## config.mk

```make
export PLATFORM = sky130hd
export DESIGN_NAME = moving_average_duty_crc
export DESIGN_NICKNAME = d
export VERILOG_FILES = /design/src/hdl/madc_pkg.sv /design/src/hdl/moving_average_duty_crc.sv /design/src/hdl/madc_front.sv /design/src/hdl/madc_queue.sv /design/src/hdl/madc_back.sv
export SDC_FILE = /design/constraint.sdc
export NUM_CORES = 1
export LEC_CHECK = 0
export BUFFER_PORTS_ARGS = -buffer_cell sky130_fd_sc_hd__clkbuf_2
export CAP_MARGIN = 30
export CORE_ASPECT_RATIO = 1.5
export CORE_MARGIN = 2
export CORE_UTILIZATION = 45
export CTS_CLUSTER_DIAMETER = 60
export DETAILED_ROUTE_END_ITERATION = 7
export PLACE_DENSITY = 0.72
export SLEW_MARGIN = 0
export SYNTH_ARGS = -nofsm -noshare
export SYNTH_HDL_FRONTEND = slang
export SYNTH_HIERARCHICAL = 1
export SYNTH_SLANG_ARGS = --single-unit
```

## constraint.sdc

```tcl
create_clock -name clk -period 4.06 [get_ports clk]
set_input_delay 0.609 -clock clk [delete_from_list [all_inputs] [get_ports clk]]
set_output_delay 0.609 -clock clk [all_outputs]
set_load 0.02 [all_outputs]
```

## src/hdl/madc_pkg.sv

```systemverilog
package madc_pkg;

    // Window length and derived widths
    localparam int WINDOW   = 8;
    localparam int SAMPLE_W = 12;
    localparam int SUM_W    = $clog2((1 << SAMPLE_W) * WINDOW);
    localparam int CNT_W    = $clog2(WINDOW + 1);
    localparam int PTR_W    = (WINDOW > 1) ? $clog2(WINDOW) : 1;
    localparam int DIV_CNT_W = $clog2(SUM_W);

    // Duty mapping
    localparam int DUTY_W      = 7;
    localparam int PROD_W      = 19;
    localparam int FULL_SCALE  = 4095;
    localparam int DUTY_SCALE  = 100;
    localparam int DUTY_HIGH   = 80;

    // CRC-8
    localparam logic [7:0] CRC_POLY = 8'h07;

    // Stream widths
    localparam int IN_DATA_W  = 16;
    localparam int OUT_DATA_W = 32;

    // Queue between front and back
    localparam int QUEUE_DEPTH = 2;
    localparam int QPTR_W      = 1;

    // One request handed from front to back
    typedef struct packed {
        logic [SAMPLE_W-1:0] sample;
        logic [SUM_W-1:0]    sum;
        logic [CNT_W-1:0]    count;
    } madc_item_t;

    // Queue status
    typedef struct packed {
        logic empty;
        logic full;
    } madc_qstat_t;

    // One byte through the bitwise CRC-8
    function automatic logic [7:0] crc_byte(input logic [7:0] crc_in, input logic [7:0] data);
        logic [7:0] c;
        c = crc_in ^ data;
        for (int b = 0; b < 8; b++)
        begin
            if (c[7])
            begin
                c = {c[6:0], 1'b0} ^ CRC_POLY;
            end
            else
            begin
                c = {c[6:0], 1'b0};
            end
        end
        return c;
    endfunction

endpackage

```

## src/hdl/moving_average_duty_crc.sv

```systemverilog
// Channel | Dir | Width | Fields (low bit up)
// s_*     | in  | 16    | sample[11:0], zero pad
// m_*     | out | 32    | filtered[11:0], duty[18:12], high_drive[19], status_crc[27:20], pad
//
// Each request passes through the back end as one load, 15 steps of the
// bit-serial divider (sum by fill count), then multiply, duty map and CRC.
// The front updates window and running sum in the accept cycle; a two-deep
// queue lets it take requests while the back end is busy.
// Reset clears pointers, fill count, sum, queue and output valid.
// The output register holds a result until taken; the back end waits on it.
module moving_average_duty_crc
    import madc_pkg::*;
(
    input  logic                  clk,
    input  logic                  rst_n,
    input  logic                  s_tvalid,
    output logic                  s_tready,
    input  logic [IN_DATA_W-1:0]  s_tdata,   // sample[11:0], pad
    output logic                  m_tvalid,
    input  logic                  m_tready,
    output logic [OUT_DATA_W-1:0] m_tdata    // filtered, duty, high_drive, status_crc, pad
);

    madc_item_t  push_item;
    madc_item_t  pop_item;
    madc_qstat_t qstat;
    logic        push;
    logic        pop;

    assign s_tready = !qstat.full;
    assign push     = s_tvalid && s_tready;

    madc_front u_front (
        .clk    (clk),
        .rst_n  (rst_n),
        .push   (push),
        .sample (s_tdata[SAMPLE_W-1:0]),
        .item   (push_item)
    );

    madc_queue u_queue (
        .clk       (clk),
        .rst_n     (rst_n),
        .push      (push),
        .push_item (push_item),
        .pop       (pop),
        .pop_item  (pop_item),
        .stat      (qstat)
    );

    madc_back u_back (
        .clk      (clk),
        .rst_n    (rst_n),
        .qstat    (qstat),
        .item     (pop_item),
        .pop      (pop),
        .m_tvalid (m_tvalid),
        .m_tready (m_tready),
        .m_tdata  (m_tdata)
    );

endmodule

```

## src/hdl/madc_front.sv

```systemverilog
module madc_front
    import madc_pkg::*;
(
    input  logic                clk,
    input  logic                rst_n,
    input  logic                push,
    input  logic [SAMPLE_W-1:0] sample,
    output madc_item_t          item
);

    logic [SAMPLE_W-1:0] win_reg [WINDOW];
    logic [PTR_W-1:0]    ptr_reg, ptr_next;
    logic [CNT_W-1:0]    fill_reg, fill_next;
    logic [SUM_W-1:0]    sum_reg, sum_next;
    logic                full;

    assign full = (fill_reg == CNT_W'(WINDOW));

    // New sum and fill level for the incoming sample
    always_comb
    begin
        if (full)
        begin
            sum_next  = sum_reg - SUM_W'(win_reg[ptr_reg]) + SUM_W'(sample);
            fill_next = fill_reg;
        end
        else
        begin
            sum_next  = sum_reg + SUM_W'(sample);
            fill_next = fill_reg + CNT_W'(1);
        end
        if (ptr_reg == PTR_W'(WINDOW - 1))
        begin
            ptr_next = '0;
        end
        else
        begin
            ptr_next = ptr_reg + PTR_W'(1);
        end
    end

    assign item.sample = sample;
    assign item.sum    = sum_next;
    assign item.count  = fill_next;

    // Window control state
    always_ff @(posedge clk or negedge rst_n)
    begin
        if (!rst_n)
        begin
            ptr_reg  <= '0;
            fill_reg <= '0;
            sum_reg  <= '0;
        end
        else if (push)
        begin
            ptr_reg  <= ptr_next;
            fill_reg <= fill_next;
            sum_reg  <= sum_next;
        end
    end

    // Sample window
    always_ff @(posedge clk)
    begin
        if (push)
        begin
            win_reg[ptr_reg] <= sample;
        end
    end

endmodule

```

## src/hdl/madc_queue.sv

```systemverilog
module madc_queue
    import madc_pkg::*;
(
    input  logic        clk,
    input  logic        rst_n,
    input  logic        push,
    input  madc_item_t  push_item,
    input  logic        pop,
    output madc_item_t  pop_item,
    output madc_qstat_t stat
);

    madc_item_t           mem [QUEUE_DEPTH];
    logic [QPTR_W-1:0]    wr_reg, rd_reg;
    logic [QPTR_W:0]      cnt_reg;

    assign stat.empty = (cnt_reg == '0);
    assign stat.full  = (cnt_reg == (QPTR_W+1)'(QUEUE_DEPTH));
    assign pop_item   = mem[rd_reg];

    // Pointers and fill level
    always_ff @(posedge clk or negedge rst_n)
    begin
        if (!rst_n)
        begin
            wr_reg  <= '0;
            rd_reg  <= '0;
            cnt_reg <= '0;
        end
        else
        begin
            if (push)
            begin
                wr_reg <= wr_reg + QPTR_W'(1);
            end
            if (pop)
            begin
                rd_reg <= rd_reg + QPTR_W'(1);
            end
            if (push && !pop)
            begin
                cnt_reg <= cnt_reg + (QPTR_W+1)'(1);
            end
            else if (pop && !push)
            begin
                cnt_reg <= cnt_reg - (QPTR_W+1)'(1);
            end
        end
    end

    // Storage
    always_ff @(posedge clk)
    begin
        if (push)
        begin
            mem[wr_reg] <= push_item;
        end
    end

endmodule

```

## src/hdl/madc_back.sv

```systemverilog
module madc_back
    import madc_pkg::*;
(
    input  logic                  clk,
    input  logic                  rst_n,
    input  madc_qstat_t           qstat,
    input  madc_item_t            item,
    output logic                  pop,
    output logic                  m_tvalid,
    input  logic                  m_tready,
    output logic [OUT_DATA_W-1:0] m_tdata
);

    localparam logic [2:0] S_IDLE = 3'd0;
    localparam logic [2:0] S_DIV  = 3'd1;
    localparam logic [2:0] S_MUL  = 3'd2;
    localparam logic [2:0] S_DUTY = 3'd3;
    localparam logic [2:0] S_CRC  = 3'd4;

    logic [2:0]           state_reg, state_next;
    logic [DIV_CNT_W-1:0] step_reg;
    logic [SUM_W-1:0]     dvd_reg;
    logic [CNT_W-1:0]     rem_reg;
    logic [CNT_W-1:0]     dsr_reg;
    logic [7:0]           raw_lo_reg;
    logic [7:0]           crc_reg;
    logic [PROD_W-1:0]    prod_reg;
    logic [DUTY_W-1:0]    duty_reg;
    logic                 out_valid_reg;
    logic [OUT_DATA_W-1:0] out_data_reg;

    logic [CNT_W:0]       trial;
    logic                 qbit;
    logic [SAMPLE_W-1:0]  filt;
    logic [DUTY_W-1:0]    dq;
    logic [12:0]          dr;
    logic [DUTY_W-1:0]    duty_calc;
    logic                 slot_free;
    logic [7:0]           crc_final;

    assign filt      = dvd_reg[SAMPLE_W-1:0];
    assign slot_free = !out_valid_reg || m_tready;
    assign pop       = (state_reg == S_IDLE) && !qstat.empty;

    // One restoring divide step
    assign trial = {rem_reg, dvd_reg[SUM_W-1]};
    assign qbit  = (trial >= {1'b0, dsr_reg});

    // Product / 4095 as (p >> 12) plus one correction
    assign dq = prod_reg[PROD_W-1:12];
    assign dr = {1'b0, prod_reg[11:0]} + 13'(dq);
    assign duty_calc = (dr >= 13'(FULL_SCALE)) ? dq + DUTY_W'(1) : dq;

    assign crc_final = crc_byte(crc_reg, filt[7:0]);

    // Sequencer
    always_comb
    begin
        state_next = state_reg;
        case (state_reg)
            S_IDLE:
            begin
                if (!qstat.empty)
                begin
                    state_next = S_DIV;
                end
            end
            S_DIV:
            begin
                if (step_reg == DIV_CNT_W'(SUM_W - 1))
                begin
                    state_next = S_MUL;
                end
            end
            S_MUL:  state_next = S_DUTY;
            S_DUTY: state_next = S_CRC;
            S_CRC:
            begin
                if (slot_free)
                begin
                    state_next = S_IDLE;
                end
            end
            default: state_next = S_IDLE;
        endcase
    end

    // Control state
    always_ff @(posedge clk or negedge rst_n)
    begin
        if (!rst_n)
        begin
            state_reg     <= S_IDLE;
            step_reg      <= '0;
            out_valid_reg <= 1'b0;
        end
        else
        begin
            state_reg <= state_next;
            if (state_reg == S_IDLE)
            begin
                step_reg <= '0;
            end
            else if (state_reg == S_DIV)
            begin
                step_reg <= step_reg + DIV_CNT_W'(1);
            end
            if (state_reg == S_CRC && slot_free)
            begin
                out_valid_reg <= 1'b1;
            end
            else if (m_tready)
            begin
                out_valid_reg <= 1'b0;
            end
        end
    end

    // Datapath
    always_ff @(posedge clk)
    begin
        case (state_reg)
            S_IDLE:
            begin
                dvd_reg    <= item.sum;
                rem_reg    <= '0;
                dsr_reg    <= item.count;
                raw_lo_reg <= item.sample[7:0];
                crc_reg    <= crc_byte(8'h00, 8'(item.sample[SAMPLE_W-1:8]));
            end
            S_DIV:
            begin
                rem_reg <= qbit ? CNT_W'(trial - {1'b0, dsr_reg}) : CNT_W'(trial);
                dvd_reg <= {dvd_reg[SUM_W-2:0], qbit};
            end
            S_MUL:
            begin
                prod_reg <= PROD_W'(filt) * PROD_W'(DUTY_SCALE);
                crc_reg  <= crc_byte(crc_reg, raw_lo_reg);
            end
            S_DUTY:
            begin
                duty_reg <= duty_calc;
                crc_reg  <= crc_byte(crc_reg, 8'(duty_calc));
            end
            S_CRC:
            begin
                if (slot_free)
                begin
                    out_data_reg <= {4'b0, crc_final,
                                     (duty_reg > DUTY_W'(DUTY_HIGH)), duty_reg, filt};
                end
            end
            default: ;
        endcase
    end

    assign m_tvalid = out_valid_reg;
    assign m_tdata  = out_data_reg;

endmodule
```

==> key figures <==
Outcome
  • Outcome: completed

Setup path
  • Critical path's top delay family: adder cells
  • Crit end category: register
  • CP Launch Type: register
  • Crit Path Max Fanout: 6
  • Worst endpoint required time: between 4 and 5 ns
  • Crit path cell chain: buf_12 -> mux4_2 -> mux2_2 -> fa_1 -> fa_2 -> and2b_1 -> o211ai_1 -> a31o_2 -> a211oi_4 -> xnor2_1 -> o21ai_2 -> xor2_1
  • Max stage delay on crit path: 0.49 ns
  • Reg-to-reg slack, setup: around 0.13 ns
  • Setup CP Type: register to register
  • Arrival @ worst endpoint: ~4.2 ns
  • Critical Path Stages: 12
  • Critical Path Slowest Stage Cell: mux4_2
  • R2R cell count: 12
  • CP startpoint: u_front/ptr_reg[0]$_DFFE_PN0P_
  • Worst Path Buf+Inv: 1
  • Worst reg2reg endpoint: u_queue/mem[1][18]$_DFFE_PP_
  • Reg-to-Reg Start: u_front/ptr_reg[0]$_DFFE_PN0P_

Finish
  • Final core utilization: roughly 52%
  • Final instance area: 17,200 um2
  • Antenna diode count: 0
  • Largest register FFs: 96
  • Share of layout cells above drive strength 1: approximately 22%
  • Area growth syn-to-layout: 13.6%
  • Nets: ~1,300

Drt
  • Vias: 8,708
  • Total wire length: slightly below 30,000 um
  • Pre-antenna DRT Iters: 5
  • First-iteration detailed-routing DRC count: 434
  • Drt wl/cell: 17.8 um
  • Residual DRC: 0
  • Post-DRT Antenna Nets: 0
  • Via density: between 5 and 6

Synth
  • Post-synthesis sequential area ratio: a little under three fifths
  • Cell Area, Synth: roughly 15,000 um2
  • Synth Instances: about 1,100
  • Synthesized area per cell: 13.6 um2
  • Main synth FF type: edfxtp_1
  • Yosys warns: 6
  • EDFF count, synth: about 250
  • Yosys reg bits: ~280
  • Asr flop ratio synth: 12.0%
  • Synth cell types: between 70 and 80

Placed design
  • Detailed Place HPWL: 21,200 um
  • GPL Wtd Cong: about 0.95
  • DP Worst Slack: 0.00559 ns
  • Placed cell area: between 15,000 and 20,000 um2
  • Buffers added on ports: 45

Timing
  • Final setup violation count: 0
  • Fmax: about 250 MHz
  • Slew @ Worst Pin: between 0.9 and 1 ns
  • Final Max Tran Viols: 0
  • Worst Slack Setup Final: approximately 0.13 ns
  • Clock Skew: roughly 0.015 ns
  • RSZ-0062 raised after global routing: yes
  • Minimum clock period: a little under 4 ns
  • Relative slew slack: 39.1%
  • Tcrit/Tclk final: a little over nine tenths
  • Final hold slack: roughly 0.029 ns
  • Final hold vios: 0

Run
  • Max Cap Viol: 0

Floorplanning
  • Starting Density: a little under half
  • Die ar.: 35,100 um2
  • Die height: around 230 um
  • Io pins: 54
  • Die W: 154 um
  • Core area: 33,200 um2
  • FP Rows: between 80 and 90

GRT
  • Tot GR Track Use: between 15 and 20%
  • Largest net degree at the start of global routing: 38
  • Vias in the first global route: 9,174
  • GR Overflow Total: 0
  • First-pass GRT wire length: approximately 47,000 um
  • Antenna violations before repair: 0

CTS
  • TritonCTS clock tree: done
  • Htree depth: 1
  • Clock buffer depth: 3
  • Root buf cell: clkbuf_16
  • Hold-fix buffers at CTS: 0
  • Clk_lat worst skew: 0.57 ns
  • Clock transition at path regs: 0.06 ns
  • Clock sink count: between 200 and 300
  • Total clock buffers created by CTS: 30

Hold path
  • Worst Hold Class: input pin to async pin
## cells by family (layout without fill, tap and decap cells)
family | Yosys count | in the layout | synth area share [%]
buf+inv | 155 | 261 | 4.77
simple gates | 198 | 198 | 6.41
flops | 283 | 283 | 55.1
other cells | 1 | 4 | 0.0248
xor+xnor | 125 | 125 | 7.68
mux | 98 | 98 | 9.75
compound gates | 142 | 142 | 6.23
fa+ha+maj | 108 | 108 | 10.0
## cells in the final DEF (no fill, tap or decap), types with 8 or more instances in the layout
master / instances
edfxtp_1: 249
inv_1: 109
ha_1: 85
xnor2_1: 84
nor2_1: 58
nand2_1: 54
clkbuf_2: 45
buf_4: 45
a21oi_1: 39
xor2_1: 36
mux2_2: 35
clkbuf_16: 32
dfrtp_1: 32
mux2_4: 29
o21ai_0: 25
mux4_2: 24
fa_1: 21
nand4_1: 16
nand3_1: 14
a21o_1: 13
nand2b_1: 11
nor3_1: 9
mux2i_1: 9
o21a_1: 8
## layer usage
metal / wire length (um) / share of wire [%] / global-route usage [%]
met5: 0 / 0 / 0
met2: 16400 / 56 / 32.5
met3: 1020 / 3.5 / 2.12
met1: 10800 / 37 / 17.7
met4: 1010 / 3.5 / 6.45
## timing repair
action | 4_1_cts | 5_1_grt
pin swaps | 0 | 3
buffers inserted | 0 | 5
gates cloned | 0 | 1
endpoints found under the hold margin | 0 | 0
setup endpoints to repair | 1 | 16
gates resized for setup | 2 | 10
## synth_stat cells (all sizes together) (15+ instances only)
master    n  area share [%]
a21oi    43             1.4
buf      31             1.7
clkbuf   15            0.38
dfrtp    34             5.6
edfxtp  249              49
fa       22             2.9
ha       86             7.1
inv     109             2.7
mux2     64             5.5
mux4     24             3.6
nand2    54             1.3
nand4    16            0.66
nor2     58             1.4
o21ai    31             1.1
xnor2    84             4.9
xor2     37             2.2
## final cells by class
type                            instances  area, um2
Clock inverter                         19        262
Tap cell                              420        526
Clock buffer                           37        828
Multi-Input combinational cell        675       6120
Sequential cell                       283       8330
Inverter                              109        409
Fill cell                            2810      16100
Timing Repair Buffer                   96        687
## how the worst max path moves through the flow
stage / end / slack, ns
final: u_queue/mem[1][18]$_DFFE_PP_ / 0.13
after floorplan: u_queue/mem[0][18]$_DFFE_PP_ / 0.11
after detailed placement: u_queue/mem[1][18]$_DFFE_PP_ / 0.006
after CTS: u_queue/mem[1][18]$_DFFE_PP_ / 0.03
after global routing: u_front/sum_reg[8]$_DFFE_PN0P_ / -0.01
after global placement: u_queue/mem[1][18]$_DFFE_PP_ / 0.08
## worst reg2reg max path: cells and delay by family (launching register included)
family | cells | cell delay [ns]
compound gates | 4 | 0.80
fa+ha+maj | 2 | 0.92
xor+xnor | 2 | 0.34
flops | 1 | 0.44
mux | 2 | 0.78
simple gates | 1 | 0.23
buf+inv | 1 | 0.15
## through the flow
step | setup TNS [ns] | instances
floorplan | 0 | 1113
global placement | 0 | 1575
detailed placement | 0 | 1577
CTS | 0 | 1633
global route | -0.0276 | 1639
finish | 0 | 1639
Power is not shown: default switching activity piles up to over one toggle a cycle in this logic, so the estimate is an artifact.
